<file path="config.mk">
export PLATFORM = sky130hd
export DESIGN_NAME = motor_feedback_multiturn_tracker_core
export DESIGN_NICKNAME = d
export VERILOG_FILES = /design/src/mft_pkg.sv /design/src/mft_ram.sv /design/src/mft_frame_decode.sv /design/src/mft_turn_update.sv /design/src/motor_feedback_multiturn_tracker_core.sv
export SDC_FILE = /design/constraint.sdc
export NUM_CORES = 1
export LEC_CHECK = 0
export BUFFER_PORTS_ARGS = -buffer_cell sky130_fd_sc_hd__buf_4
export CORE_ASPECT_RATIO = 1.5
export CORE_MARGIN = 3
export CORE_UTILIZATION = 53
export CTS_CLUSTER_SIZE = 40
export DETAILED_ROUTE_END_ITERATION = 8
export PLACE_DENSITY = 0.81
export SYNTH_ARGS = -nofsm -noshare
export SYNTH_HDL_FRONTEND = slang
export SYNTH_SLANG_ARGS = --single-unit
export TNS_END_PERCENT = 20
</file>
<file path="constraint.sdc">
create_clock -name clk -period 13.45 [get_ports clk]
set_clock_uncertainty 0.15 [all_clocks]
set_input_delay 0.6725 -clock clk [delete_from_list [all_inputs] [get_ports clk]]
set_output_delay 0.6725 -clock clk [all_outputs]
set_load 0.03 [all_outputs]
</file>
<file path="src/mft_pkg.sv">
// ----------------------------------------------------------------------------
// mft_pkg
// Shared types and constants of the motor feedback multiturn tracker.
// ----------------------------------------------------------------------------
package mft_pkg;

	// Slot table
	localparam int SLOT_COUNT         = 16;
	localparam int SLOT_W             = 4;
	localparam int MOTORS_PER_BUS_DEF = 8;

	// Frame identifiers
	localparam int          ID_W         = 11;
	localparam logic [10:0] BUS0_BASE_ID = 11'h205;
	localparam logic [10:0] BUS1_BASE_ID = 11'h201;

	// Field widths
	localparam int ANGLE_W = 16;
	localparam int CNT_W   = 16;
	localparam int TEMP_W  = 8;
	localparam int TOTAL_W = 30;
	localparam int DEG_W   = 33;

	// Turn detection threshold on the 17-bit signed angle difference
	localparam logic signed [16:0] HALF_TURN = 17'sd4096;

	// Counter saturation limits
	localparam logic signed [15:0] CNT_MAX = 16'sh7FFF;
	localparam logic signed [15:0] CNT_MIN = 16'sh8000;

	// Stream widths
	localparam int IN_TDATA_W  = 72;
	localparam int OUT_TDATA_W = 144;

	// Decoded feedback frame
	typedef struct packed {
		logic                    hit;
		logic [SLOT_W-1:0]       slot;
		logic [ANGLE_W-1:0]      angle;
		logic signed [15:0]      speed;
		logic signed [15:0]      torque;
		logic [TEMP_W-1:0]       temp;
	} mft_frame_t;

	// Per-slot state held in the slot RAM
	typedef struct packed {
		logic [ANGLE_W-1:0]      prev_angle;
		logic signed [CNT_W-1:0] turn_cnt;
		logic [ANGLE_W-1:0]      offset;
	} mft_entry_t;

	// Result of the turn update
	typedef struct packed {
		mft_entry_t                entry;
		logic signed [TOTAL_W-1:0] total;
	} mft_track_t;

endpackage

</file>
<file path="src/mft_ram.sv">
// ----------------------------------------------------------------------------
// mft_ram
// Generic single-write, single-read RAM with registered read data.
// ----------------------------------------------------------------------------
module mft_ram #(
	parameter int WIDTH = 48,
	parameter int DEPTH = 16
) (
	input  logic                     clk,
	input  logic                     wr_en,
	input  logic [$clog2(DEPTH)-1:0] wr_addr,
	input  logic [WIDTH-1:0]         wr_data,
	input  logic                     rd_en,
	input  logic [$clog2(DEPTH)-1:0] rd_addr,
	output logic [WIDTH-1:0]         rd_data
);

	logic [WIDTH-1:0] mem [DEPTH];

	// Write port
	always_ff @(posedge clk) begin
		if (wr_en) begin
			mem[wr_addr] <= wr_data;
		end
	end

	// Registered read port, held while not enabled
	always_ff @(posedge clk) begin
		if (rd_en) begin
			rd_data <= mem[rd_addr];
		end
	end

endmodule

</file>
<file path="src/mft_frame_decode.sv">
// ----------------------------------------------------------------------------
// mft_frame_decode
// Identifier window check, slot selection and payload field decode.
// ----------------------------------------------------------------------------
module mft_frame_decode #(
	parameter int MOTORS_PER_BUS = mft_pkg::MOTORS_PER_BUS_DEF
) (
	input  logic                      bus_select,
	input  logic [mft_pkg::ID_W-1:0]  frame_id,
	input  logic [7:0]                byte0,
	input  logic [7:0]                byte1,
	input  logic [7:0]                byte2,
	input  logic [7:0]                byte3,
	input  logic [7:0]                byte4,
	input  logic [7:0]                byte5,
	input  logic [7:0]                byte6,
	output mft_pkg::mft_frame_t       frame
);

	logic [mft_pkg::ID_W-1:0] base_id;
	logic [mft_pkg::ID_W-1:0] motor_num;

	// Pick the identifier window of the bus
	assign base_id   = bus_select ? mft_pkg::BUS1_BASE_ID : mft_pkg::BUS0_BASE_ID;
	assign motor_num = frame_id - base_id;

	// Accept only identifiers inside the window
	always_comb begin
		frame.hit = (frame_id >= base_id) &&
			(motor_num < mft_pkg::ID_W'(MOTORS_PER_BUS));
		frame.slot = bus_select ?
			mft_pkg::SLOT_W'(MOTORS_PER_BUS) + motor_num[mft_pkg::SLOT_W-1:0] :
			motor_num[mft_pkg::SLOT_W-1:0];
		frame.angle  = {byte0, byte1};
		frame.speed  = {byte2, byte3};
		frame.torque = {byte4, byte5};
		frame.temp   = byte6;
	end

endmodule

</file>
<file path="src/mft_turn_update.sv">
// ----------------------------------------------------------------------------
// mft_turn_update
// Turn detection, saturating count, offset latch and total angle of one slot.
// ----------------------------------------------------------------------------
module mft_turn_update (
	input  mft_pkg::mft_entry_t          entry,
	input  logic                         taken,
	input  logic [mft_pkg::ANGLE_W-1:0]  angle,
	output mft_pkg::mft_track_t          track
);

	logic signed [16:0]              diff;
	logic signed [mft_pkg::CNT_W-1:0] cnt;
	logic [mft_pkg::ANGLE_W-1:0]     offset;

	// Signed jump from the last angle of the slot
	assign diff = $signed({1'b0, angle}) - $signed({1'b0, entry.prev_angle});

	// Count turns, saturate, and restart on the first frame of the slot
	always_comb begin
		cnt    = entry.turn_cnt;
		offset = entry.offset;
		if (diff > mft_pkg::HALF_TURN) begin
			if (cnt != mft_pkg::CNT_MIN) begin
				cnt = cnt - 16'sd1;
			end
		end else if (diff < -mft_pkg::HALF_TURN) begin
			if (cnt != mft_pkg::CNT_MAX) begin
				cnt = cnt + 16'sd1;
			end
		end
		if (!taken) begin
			cnt    = '0;
			offset = angle;
		end
	end

	// Total angle = count * full turn + angle - offset
	always_comb begin
		track.entry.prev_angle = angle;
		track.entry.turn_cnt   = cnt;
		track.entry.offset     = offset;
		track.total = $signed({cnt[15], cnt, 13'b0}) +
			$signed({14'b0, angle}) - $signed({14'b0, offset});
	end

endmodule

</file>
<file path="src/motor_feedback_multiturn_tracker_core.sv">
// ----------------------------------------------------------------------------
// motor_feedback_multiturn_tracker_core
// Multiturn angle tracker for motor feedback frames.
// ----------------------------------------------------------------------------
// The core takes one feedback frame per clock and, for frames whose identifier
// falls in the window of its bus, returns one result transaction; other frames
// are consumed and give nothing. Sustained rate is one frame per cycle without
// output stalls, also for repeated frames to the same slot: the slot state
// lives in a 16-entry RAM read in the accept cycle and written from stage one,
// and a one-entry bypass register covers the read that overlaps that write.
// Offset-latched flags are flip-flops cleared by reset, so no clearing pass
// is needed. Back-pressure on the result side stalls the three-stage pipeline;
// input tready drops only while the result register is full.
// ----------------------------------------------------------------------------
module motor_feedback_multiturn_tracker_core #(
	parameter int MOTORS_PER_BUS = mft_pkg::MOTORS_PER_BUS_DEF
) (
	input  logic                            clk,
	input  logic                            arst_n,
	// frame_id[10:0], byte0[18:11], byte1[26:19], byte2[34:27], byte3[42:35],
	// byte4[50:43], byte5[58:51], byte6[66:59], zero fill [71:67]
	input  logic [mft_pkg::IN_TDATA_W-1:0]  s_tdata,
	// bus_select[0]
	input  logic                            s_tuser,
	input  logic                            s_tvalid,
	output logic                            s_tready,
	// motor_slot[3:0], raw_angle[19:4], speed[35:20], torque[51:36],
	// temperature[59:52], turn_count[75:60], multiturn_angle[105:76],
	// angle_degrees_q8[138:106], zero fill [143:139]
	output logic [mft_pkg::OUT_TDATA_W-1:0] m_tdata,
	output logic                            m_tvalid,
	input  logic                            m_tready
);

	mft_pkg::mft_frame_t frm;
	mft_pkg::mft_frame_t frame_s1;
	mft_pkg::mft_frame_t frame_s2;
	mft_pkg::mft_entry_t rd_entry;
	mft_pkg::mft_entry_t cur_entry;
	mft_pkg::mft_entry_t byp_entry_q;
	mft_pkg::mft_track_t track;

	logic [$bits(mft_pkg::mft_entry_t)-1:0] rd_data;
	logic [mft_pkg::SLOT_COUNT-1:0]        taken_q;
	logic [mft_pkg::SLOT_W-1:0]            byp_slot_q;
	logic                                  byp_valid_q;
	logic                                  taken_rd;

	logic s_accept;
	logic rd_en;
	logic wr_en;
	logic s1_valid_s1;
	logic s2_valid_s2;
	logic out_valid_q;
	logic out_free;
	logic s2_free;

	logic signed [mft_pkg::CNT_W-1:0]   cnt_s2;
	logic signed [mft_pkg::TOTAL_W-1:0] total_s2;
	logic signed [35:0]                 deg_x45;
	logic signed [35:0]                 deg_adj;
	logic [mft_pkg::OUT_TDATA_W-1:0]    out_data_q;

	// Decode the incoming frame
	mft_frame_decode #(
		.MOTORS_PER_BUS(MOTORS_PER_BUS)
	) u_decode (
		.bus_select (s_tuser),
		.frame_id   (s_tdata[10:0]),
		.byte0      (s_tdata[18:11]),
		.byte1      (s_tdata[26:19]),
		.byte2      (s_tdata[34:27]),
		.byte3      (s_tdata[42:35]),
		.byte4      (s_tdata[50:43]),
		.byte5      (s_tdata[58:51]),
		.byte6      (s_tdata[66:59]),
		.frame      (frm)
	);

	// Pipeline flow control
	assign out_free = !out_valid_q || m_tready;
	assign s2_free  = !s2_valid_s2 || out_free;
	assign s_tready = !s1_valid_s1 || s2_free;
	assign s_accept = s_tvalid && s_tready;
	assign rd_en    = s_accept && frm.hit;
	assign wr_en    = s1_valid_s1 && s2_free;

	// Slot state RAM
	mft_ram #(
		.WIDTH($bits(mft_pkg::mft_entry_t)),
		.DEPTH(mft_pkg::SLOT_COUNT)
	) u_slot_ram (
		.clk     (clk),
		.wr_en   (wr_en),
		.wr_addr (frame_s1.slot),
		.wr_data (track.entry),
		.rd_en   (rd_en),
		.rd_addr (frm.slot),
		.rd_data (rd_data)
	);

	// Forward the last write when it hits the slot being updated
	assign rd_entry  = rd_data;
	assign cur_entry = (byp_valid_q && (byp_slot_q == frame_s1.slot)) ?
		byp_entry_q : rd_entry;
	assign taken_rd  = taken_q[frame_s1.slot];

	mft_turn_update u_update (
		.entry (cur_entry),
		.taken (taken_rd),
		.angle (frame_s1.angle),
		.track (track)
	);

	// Control registers
	always_ff @(posedge clk or negedge arst_n) begin
		if (!arst_n) begin
			s1_valid_s1 <= 1'b0;
			s2_valid_s2 <= 1'b0;
			out_valid_q <= 1'b0;
			byp_valid_q <= 1'b0;
			taken_q     <= '0;
		end else begin
			if (s_tready) begin
				s1_valid_s1 <= rd_en;
			end
			if (s2_free) begin
				s2_valid_s2 <= s1_valid_s1;
			end
			if (out_free) begin
				out_valid_q <= s2_valid_s2;
			end
			if (wr_en) begin
				byp_valid_q            <= 1'b1;
				taken_q[frame_s1.slot] <= 1'b1;
			end
		end
	end

	// Payload registers
	always_ff @(posedge clk) begin
		if (rd_en) begin
			frame_s1 <= frm;
		end
		if (wr_en) begin
			byp_slot_q  <= frame_s1.slot;
			byp_entry_q <= track.entry;
			frame_s2    <= frame_s1;
			cnt_s2      <= track.entry.turn_cnt;
			total_s2    <= track.total;
		end
		if (s2_valid_s2 && out_free) begin
			out_data_q <= {5'b0, deg_adj[34:2], total_s2, cnt_s2, frame_s2.temp,
				frame_s2.torque, frame_s2.speed, frame_s2.angle, frame_s2.slot};
		end
	end

	// Degrees in Q.8: total * 45 / 4, truncated toward zero
	always_comb begin
		deg_x45 = (36'(total_s2) <<< 5) + (36'(total_s2) <<< 3) +
			(36'(total_s2) <<< 2) + 36'(total_s2);
		deg_adj = deg_x45 + (deg_x45[35] ? 36'sd3 : 36'sd0);
	end

	assign m_tdata  = out_data_q;
	assign m_tvalid = out_valid_q;

	// A slot written once reads as latched from then on
	a_taken_set: assert property (@(posedge clk) disable iff (!arst_n)
		wr_en |=> taken_q[$past(frame_s1.slot)])
		else $error("offset flag not set after slot write");

	// First frame of a slot clears the count and latches the offset
	a_first_frame: assert property (@(posedge clk) disable iff (!arst_n)
		(wr_en && !taken_rd) |->
			(track.entry.turn_cnt == 16'sd0) && (track.entry.offset == frame_s1.angle) &&
			(track.total == 30'sd0))
		else $error("first frame of slot not reported as zero");

	// A latched slot moves its count by at most one turn
	a_count_step: assert property (@(posedge clk) disable iff (!arst_n)
		(wr_en && taken_rd) |->
			({track.entry.turn_cnt[15], track.entry.turn_cnt} ==
				{cur_entry.turn_cnt[15], cur_entry.turn_cnt}) ||
			({track.entry.turn_cnt[15], track.entry.turn_cnt} ==
				{cur_entry.turn_cnt[15], cur_entry.turn_cnt} + 17'd1) ||
			({track.entry.turn_cnt[15], track.entry.turn_cnt} ==
				{cur_entry.turn_cnt[15], cur_entry.turn_cnt} - 17'd1))
		else $error("turn count stepped by more than one");

	// Input stalls only while a result waits at the output
	a_stall_cause: assert property (@(posedge clk) disable iff (!arst_n)
		!s_tready |-> (out_valid_q && !m_tready && s2_valid_s2 && s1_valid_s1))
		else $error("input stalled with room in the pipeline");

endmodule

</file>
* Word-level counts from Yosys, hierarchy flattened
Memories as Yosys holds them, arrays and structs flattened. A register that Yosys moved wholly into a read port is not among the register bits. Index checks and enable logic that the tools add are counted.
Storage, ports and cells: memory bits (writable) 768, word-level logic and storage cells 70, output and inout port bits 146, memories kept 1, register bits 341
Operators by class: magnitude comparators 6, add/sub/neg operators 11, bitwise logic cells 1, muxes and demuxes 16, reductions and logical operators 13, equality and inequality tests 3
Memories:
- u_slot_ram.mem | depth 16, width 48, read ports 1, clocked after memory_dff 1, write ports 1, RTL line mft_ram.sv:18 | logic [WIDTH-1:0] mem [DEPTH];
Operators by type and width (count):
- $mux W16 | 6
- $mux W48 | 1
- $add A35 B33 Y36 | 1
- $add A36 B30 Y36 | 1
- $add A36 B32 Y36 | 1
- $add A35 B3 Y35 | 1
- $ne A16 B16 Y1 const B | 2
- $add A29 B17 Y30 | 1
- $sub A30 B17 Y30 | 1
- $gt A17 B14 Y1 const B | 1
- $lt A17 B13 Y1 const B | 1
- $sub A16 B16 Y17 | 1
- $add A16 B2 Y16 const B | 1
- $or A16 B16 Y16 | 1
- $sub A16 B2 Y16 const B | 1
- $ge A11 B11 Y1 | 1
- $lt A11 B4 Y1 const B | 1
- $sub A11 B11 Y11 | 1
- $logic_and A1 B1 Y1 | 7
- $lt A4 B5 Y1 const B | 1
- $add A4 B4 Y4 const A | 1
- $bmux W1 S4 | 1
- $demux W1 S4 | 1
- $eq A4 B4 Y1 | 1
- other kinds (7) | 14

* Logic depth before layout (Yosys ltp)
depth in word-level cells 10, mapped depth 38, gate-level depth less buffers 29

* Hierarchy
From an unflattened synthesis, not the netlist that was laid out.
Second synthesis, totals: cell total of the unflattened synthesis 2910, area total of the unflattened synthesis 50783.7 µm²
By module, submodules not included:
- mft_ram | cells each 1242, area each 30175.2 µm², instances 1, sequential area each 24503.5 µm²
- motor_feedback_multiturn_tracker_core | cells each 1015, area each 15856.5 µm², instances 1, sequential area each 10620.2 µm²
- mft_turn_update | cells each 572, area each 4146.5 µm², instances 1, sequential area each 0.0 µm²
- mft_frame_decode | cells each 81, area each 605.6 µm², instances 1, sequential area each 0.0 µm²

* Worst setup path after synthesis
OpenSTA, ideal clock, no wires.
path kind reg-to-reg, start point reg frame_s1[58] (netlist name), end point reg total_s2[23] (netlist name) (data pin), arrival 8098 ps, cell stages (with the launch flop) 34, library setup time 146 ps, path buffers 9, clock period less this slack 8394 ps, path slack 5056 ps, required time 13154 ps, path through edfxtp_1 > buf_2 > xor2_1 > nor4_1 > buf_2 > buf_4 > buf_4 > buf_2 > buf_4 > buf_4 > buf_2 > mux2i_1 > ha_1 > a21o_1 > a21o_1 > a21oi_1 > a31oi_1 > xnor2_1 > o311ai_1 > buf_2 > nor2_1 > or3_1 > a21oi_1 > fa_1 > ha_1 > nand2_1 > nand2_1 > a21o_1 > a21o_1 > or3_1 > o21ai_0 > o21bai_1 > a211o_1 > a21oi_1
RTL lines:
- from (decl) | RTL line motor_feedback_multiturn_tracker_core.sv:36 | mft_pkg::mft_frame_t frame_s1;
- from (signal assigned) | RTL line motor_feedback_multiturn_tracker_core.sv:143 | frame_s1 <= frm;
- to (signal assigned) | RTL line motor_feedback_multiturn_tracker_core.sv:150 | total_s2 <= track.total;
- to (decl) | RTL line motor_feedback_multiturn_tracker_core.sv:59 | logic signed [mft_pkg::TOTAL_W-1:0] total_s2;

==> flow_summary.yaml <==
run_status:
  status: "complete, no violations"
final_layout:
  final_layout_size_suffix_gt1_frac: 0.243
  mostFrequentLayoutCells: "sky130_fd_sc_hd__edfxtp_1 (1137), sky130_fd_sc_hd__buf_4 (258), sky130_fd_sc_hd__mux4_2 (244)"
  nets: 3165
  multi_input_comb_area_um2: 14000
  layout_commonest_cell: "sky130_fd_sc_hd__edfxtp_1"
  final_cell_count_no_fill: 4183
  fillerInstances: 6122
  layout.cell_area.non_filler_um2: 56100
  final-seq-area_um2: 34600
  synthToLayoutAreaGrowth_pct: 14.4
clocking:
  cts_setup_buffers: 0
  clock_pin_slew_reported_for_the_worst_setup_and_hold_paths_after_clock_tree_synthesis_ns: 0.07
  clock_latency_ns: 0.71
  clock-root-buffer: "sky130_fd_sc_hd__clkbuf_16"
  htree_num_levels: 3
  cts-root-to-sink-buffers: 3
  cts_tree: "yes"
  cts.sink_count: 1157
  cts_made_buffers: 96
timing:
  remaining_max_slew_budget_at_the_tightest_pin: 0.107
  timing.hold.ws_ns: 0.134
  postLayoutSetupSlackWorst_ns: 4.74
  post-route-min-period_ns: 8.71
  clock.fmax_ghz: 0.115
  timing.final.crit_share: 0.647
  worst_slew_pin_slew_ns: 1.34
  endpoints_failing_setup: 0
  rsz0062_at_grt: "no"
  hold_violation_total_from_the_final_report: 0
  slew_viol_final: 0
  aggregate_negative_setup_slack_ns: 0
grt:
  largest_net_degree_at_the_start_of_global_routing: 157
  grt_pass1_wl_um: 174000
  grt_antenna_before_repair: 1
  via_count_of_the_first_global_routing_pass: 27400
  gr-total-overflow: 0
  track_usage: 0.246
critical_path:
  required_ns: 13.81
  worst-path-buf-inv: 3
  cpPeakStageDelay_ns: 0.65
  worstSetupPathType: "flop to flop"
  startpoint_type_of_the_worst_setup_path: "flop"
  crit_path_max_fanout: 32
  cpLargestDelayFamily: "compound AO/OA/AOI/OAI gates"
  end_kind: "flop"
  arrival_ns: 9.07
  worst_path_max_delay_cell: "sky130_fd_sc_hd__buf_4"
drt:
  totalWireLength_um: 117000
  drt-initial-drc-count: 2781
  drc: 0
  routedWlPerCell_um: 28.1
  drt-vias-per-instance: 6.36
  route.vias.total: 26600
  firstDrtPassIters: 7
  ant_nets: 0
placement:
  place_inst: 3947
  port_buffers: 212
  dp_worst_setup_slack_ns: 4.85
  place_hpwl_um: 68300
  placed_area_um2: 52300
  final_weighted_congestion_of_routability_driven_global_placement: 0.925
floorplan:
  initial_core_util: 0.535
  dieHeight_um: 379
  ios: 223
  total_number_of_placement_rows: 136
  die_x_um: 254
  dieArea_um2: 96300
  core_region_area_um2: 91700
synthesis:
  avg_cell_area_syn_um2: 18.8
  synth-async-reset-ratio: 0.0173
  yosys_register_bits: 1157
  synthesis.instances: 2604
  yosys.cell_types.count: 90
  seq_area_frac_synth: 0.706
  syn_area_um2: 49100
  synth_enable_flop_cells: 1137
  synthFlopType: "sky130_fd_sc_hd__edfxtp_1"
  ys_warn_count: 0
power:
  ir_drop_mv: 0.105
  leakagePower_nw: 18.9
  power_density_nw_per_um2: 127
flow_run:
  timing.max_cap.violations: 0
min_path:
  worst_min_delay_path_class: "primary input to flop"
## layer usage
layer  track usage  vias to the layer above  wire (µm)  part of all wire
met5             0                        -          0                 0
met4         0.109                        0       5130             0.044
met3        0.0383                      321       9830             0.084
met2         0.430                     1539      61500              0.52
met1         0.306                    13600      40800              0.35
li1              -                    11200          -                 -
## kinds of logic after synthesis
logic type | after synthesis | synth area share
DFF | 1157 | 0.706
muxes | 313 | 0.126
AOI/OAI and AO/OA | 282 | 0.0395
other | 1 | 0.0000764
and+or+nand+nor | 443 | 0.0486
xor gates and xnor gates | 92 | 0.0164
adders and majority gates | 159 | 0.0497
buffers and inverters | 157 | 0.0133
## synthesized netlist by cell type, types with 6 or more instances
master	number	share of area
sky130_fd_sc_hd__nor3b_1	8	0.0012
sky130_fd_sc_hd__and3_1	19	0.0024
sky130_fd_sc_hd__nand3_1	37	0.0038
sky130_fd_sc_hd__o21a_1	15	0.0023
sky130_fd_sc_hd__nand4_1	19	0.0024
sky130_fd_sc_hd__mux4_2	244	0.11
sky130_fd_sc_hd__buf_4	10	0.0015
sky130_fd_sc_hd__buf_1	14	0.0011
sky130_fd_sc_hd__buf_2	13	0.0013
sky130_fd_sc_hd__clkbuf_1	57	0.0044
sky130_fd_sc_hd__o21bai_1	18	0.0028
sky130_fd_sc_hd__and4_1	7	0.0012
sky130_fd_sc_hd__o211a_1	7	0.0014
sky130_fd_sc_hd__a31oi_1	13	0.0017
sky130_fd_sc_hd__mux2i_1	58	0.012
sky130_fd_sc_hd__or3_1	10	0.0013
sky130_fd_sc_hd__a211o_1	7	0.0012
sky130_fd_sc_hd__nand2b_1	17	0.0022
sky130_fd_sc_hd__o21ai_0	41	0.0042
sky130_fd_sc_hd__ha_1	99	0.025
sky130_fd_sc_hd__nor2_1	108	0.0083
sky130_fd_sc_hd__xnor2_1	65	0.012
sky130_fd_sc_hd__nand2_1	76	0.0058
sky130_fd_sc_hd__nor4_1	17	0.0022
sky130_fd_sc_hd__or2_2	24	0.0031
sky130_fd_sc_hd__o211ai_1	9	0.0014
sky130_fd_sc_hd__a211oi_1	11	0.0017
sky130_fd_sc_hd__dfrtp_1	20	0.010
sky130_fd_sc_hd__edfxtp_1	1137	0.70
sky130_fd_sc_hd__and2_1	12	0.0015
sky130_fd_sc_hd__nand3b_1	7	0.0011
sky130_fd_sc_hd__fa_1	60	0.024
sky130_fd_sc_hd__a21o_1	32	0.0049
sky130_fd_sc_hd__nor4b_1	6	0.0011
sky130_fd_sc_hd__mux2_2	9	0.0021
sky130_fd_sc_hd__nor2b_1	7	0.00089
sky130_fd_sc_hd__nor3_1	40	0.0041
sky130_fd_sc_hd__inv_1	62	0.0047
sky130_fd_sc_hd__or4_1	9	0.0014
sky130_fd_sc_hd__o31ai_1	7	0.0011
sky130_fd_sc_hd__xor2_1	27	0.0048
sky130_fd_sc_hd__a21oi_1	67	0.0068
## flip-flops by register name (all words and copies together) (netlist names)
register	flops
byp_entry_q	32
byp_slot_q	4
byp_valid_q	1
cnt_s2	16
frame_s1	60
frame_s2	40
m_tdata	139
m_tvalid	1
s1_valid_s1	1
s2_valid_s2	1
taken_q	16
total_s2	30
u_slot_ram.mem	768
u_slot_ram.rd_data	48
## report_power, final
part           switching [W]  total, W  internal, W
clock network        0.00130   0.00288      0.00158
registers         0.00000181   0.00392      0.00392
logic               0.000153  0.000328     0.000175
## stage by stage
stage          total power [W]  utilization
2_1_floorplan          0.00423            -
3_3_place_gp           0.00430        0.570
4_1_cts                0.00715        0.612
5_1_grt                0.00732        0.612
3_5_place_dp           0.00431        0.570
6_report               0.00713        0.612
## cell type report
type,count,area share
tap,1173,0.0261
clock inverter,63,0.0125
clock buffer,115,0.0454
multi-input combinational,1294,0.249
timing repair buffer,318,0.0457
sequential,1157,0.617
inverter,62,0.00432
antenna,1,0.0000446
## worst reg2reg max path, delay by kind of cell, from the launching register on
family,cells,cell delay (ns)
AOI/OAI and AO/OA,13,3.35
muxes,1,0.47
DFF,1,0.59
xor gates and xnor gates,1,0.24
buffers and inverters,3,0.78
and+or+nand+nor,7,1.64
adders and majority gates,4,1.32
## path summary, 6_finish.rpt
path | from | end | slack, ns | cells after the start
hold reg to reg | frame_s1[36] | frame_s2[36] | 0.27 | 0
min in group asynchronous | arst_n | taken_q[15] | 0.25 | 2
hold / removal | m_tready | m_tvalid | 0.13 | 3
max in group asynchronous | arst_n | s1_valid_s1 | 12.66 | 2
setup / recovery | frame_s1[59] | total_s2[23] | 4.74 | 29
setup reg to reg | frame_s1[59] | total_s2[23] | 4.74 | 29
## timing repair
action	CTS	global route
resized for setup	0	0
hold endpoints to repair	76	0
hold buffers	57	0
Note: power is estimated with default switching activity, not from simulation.
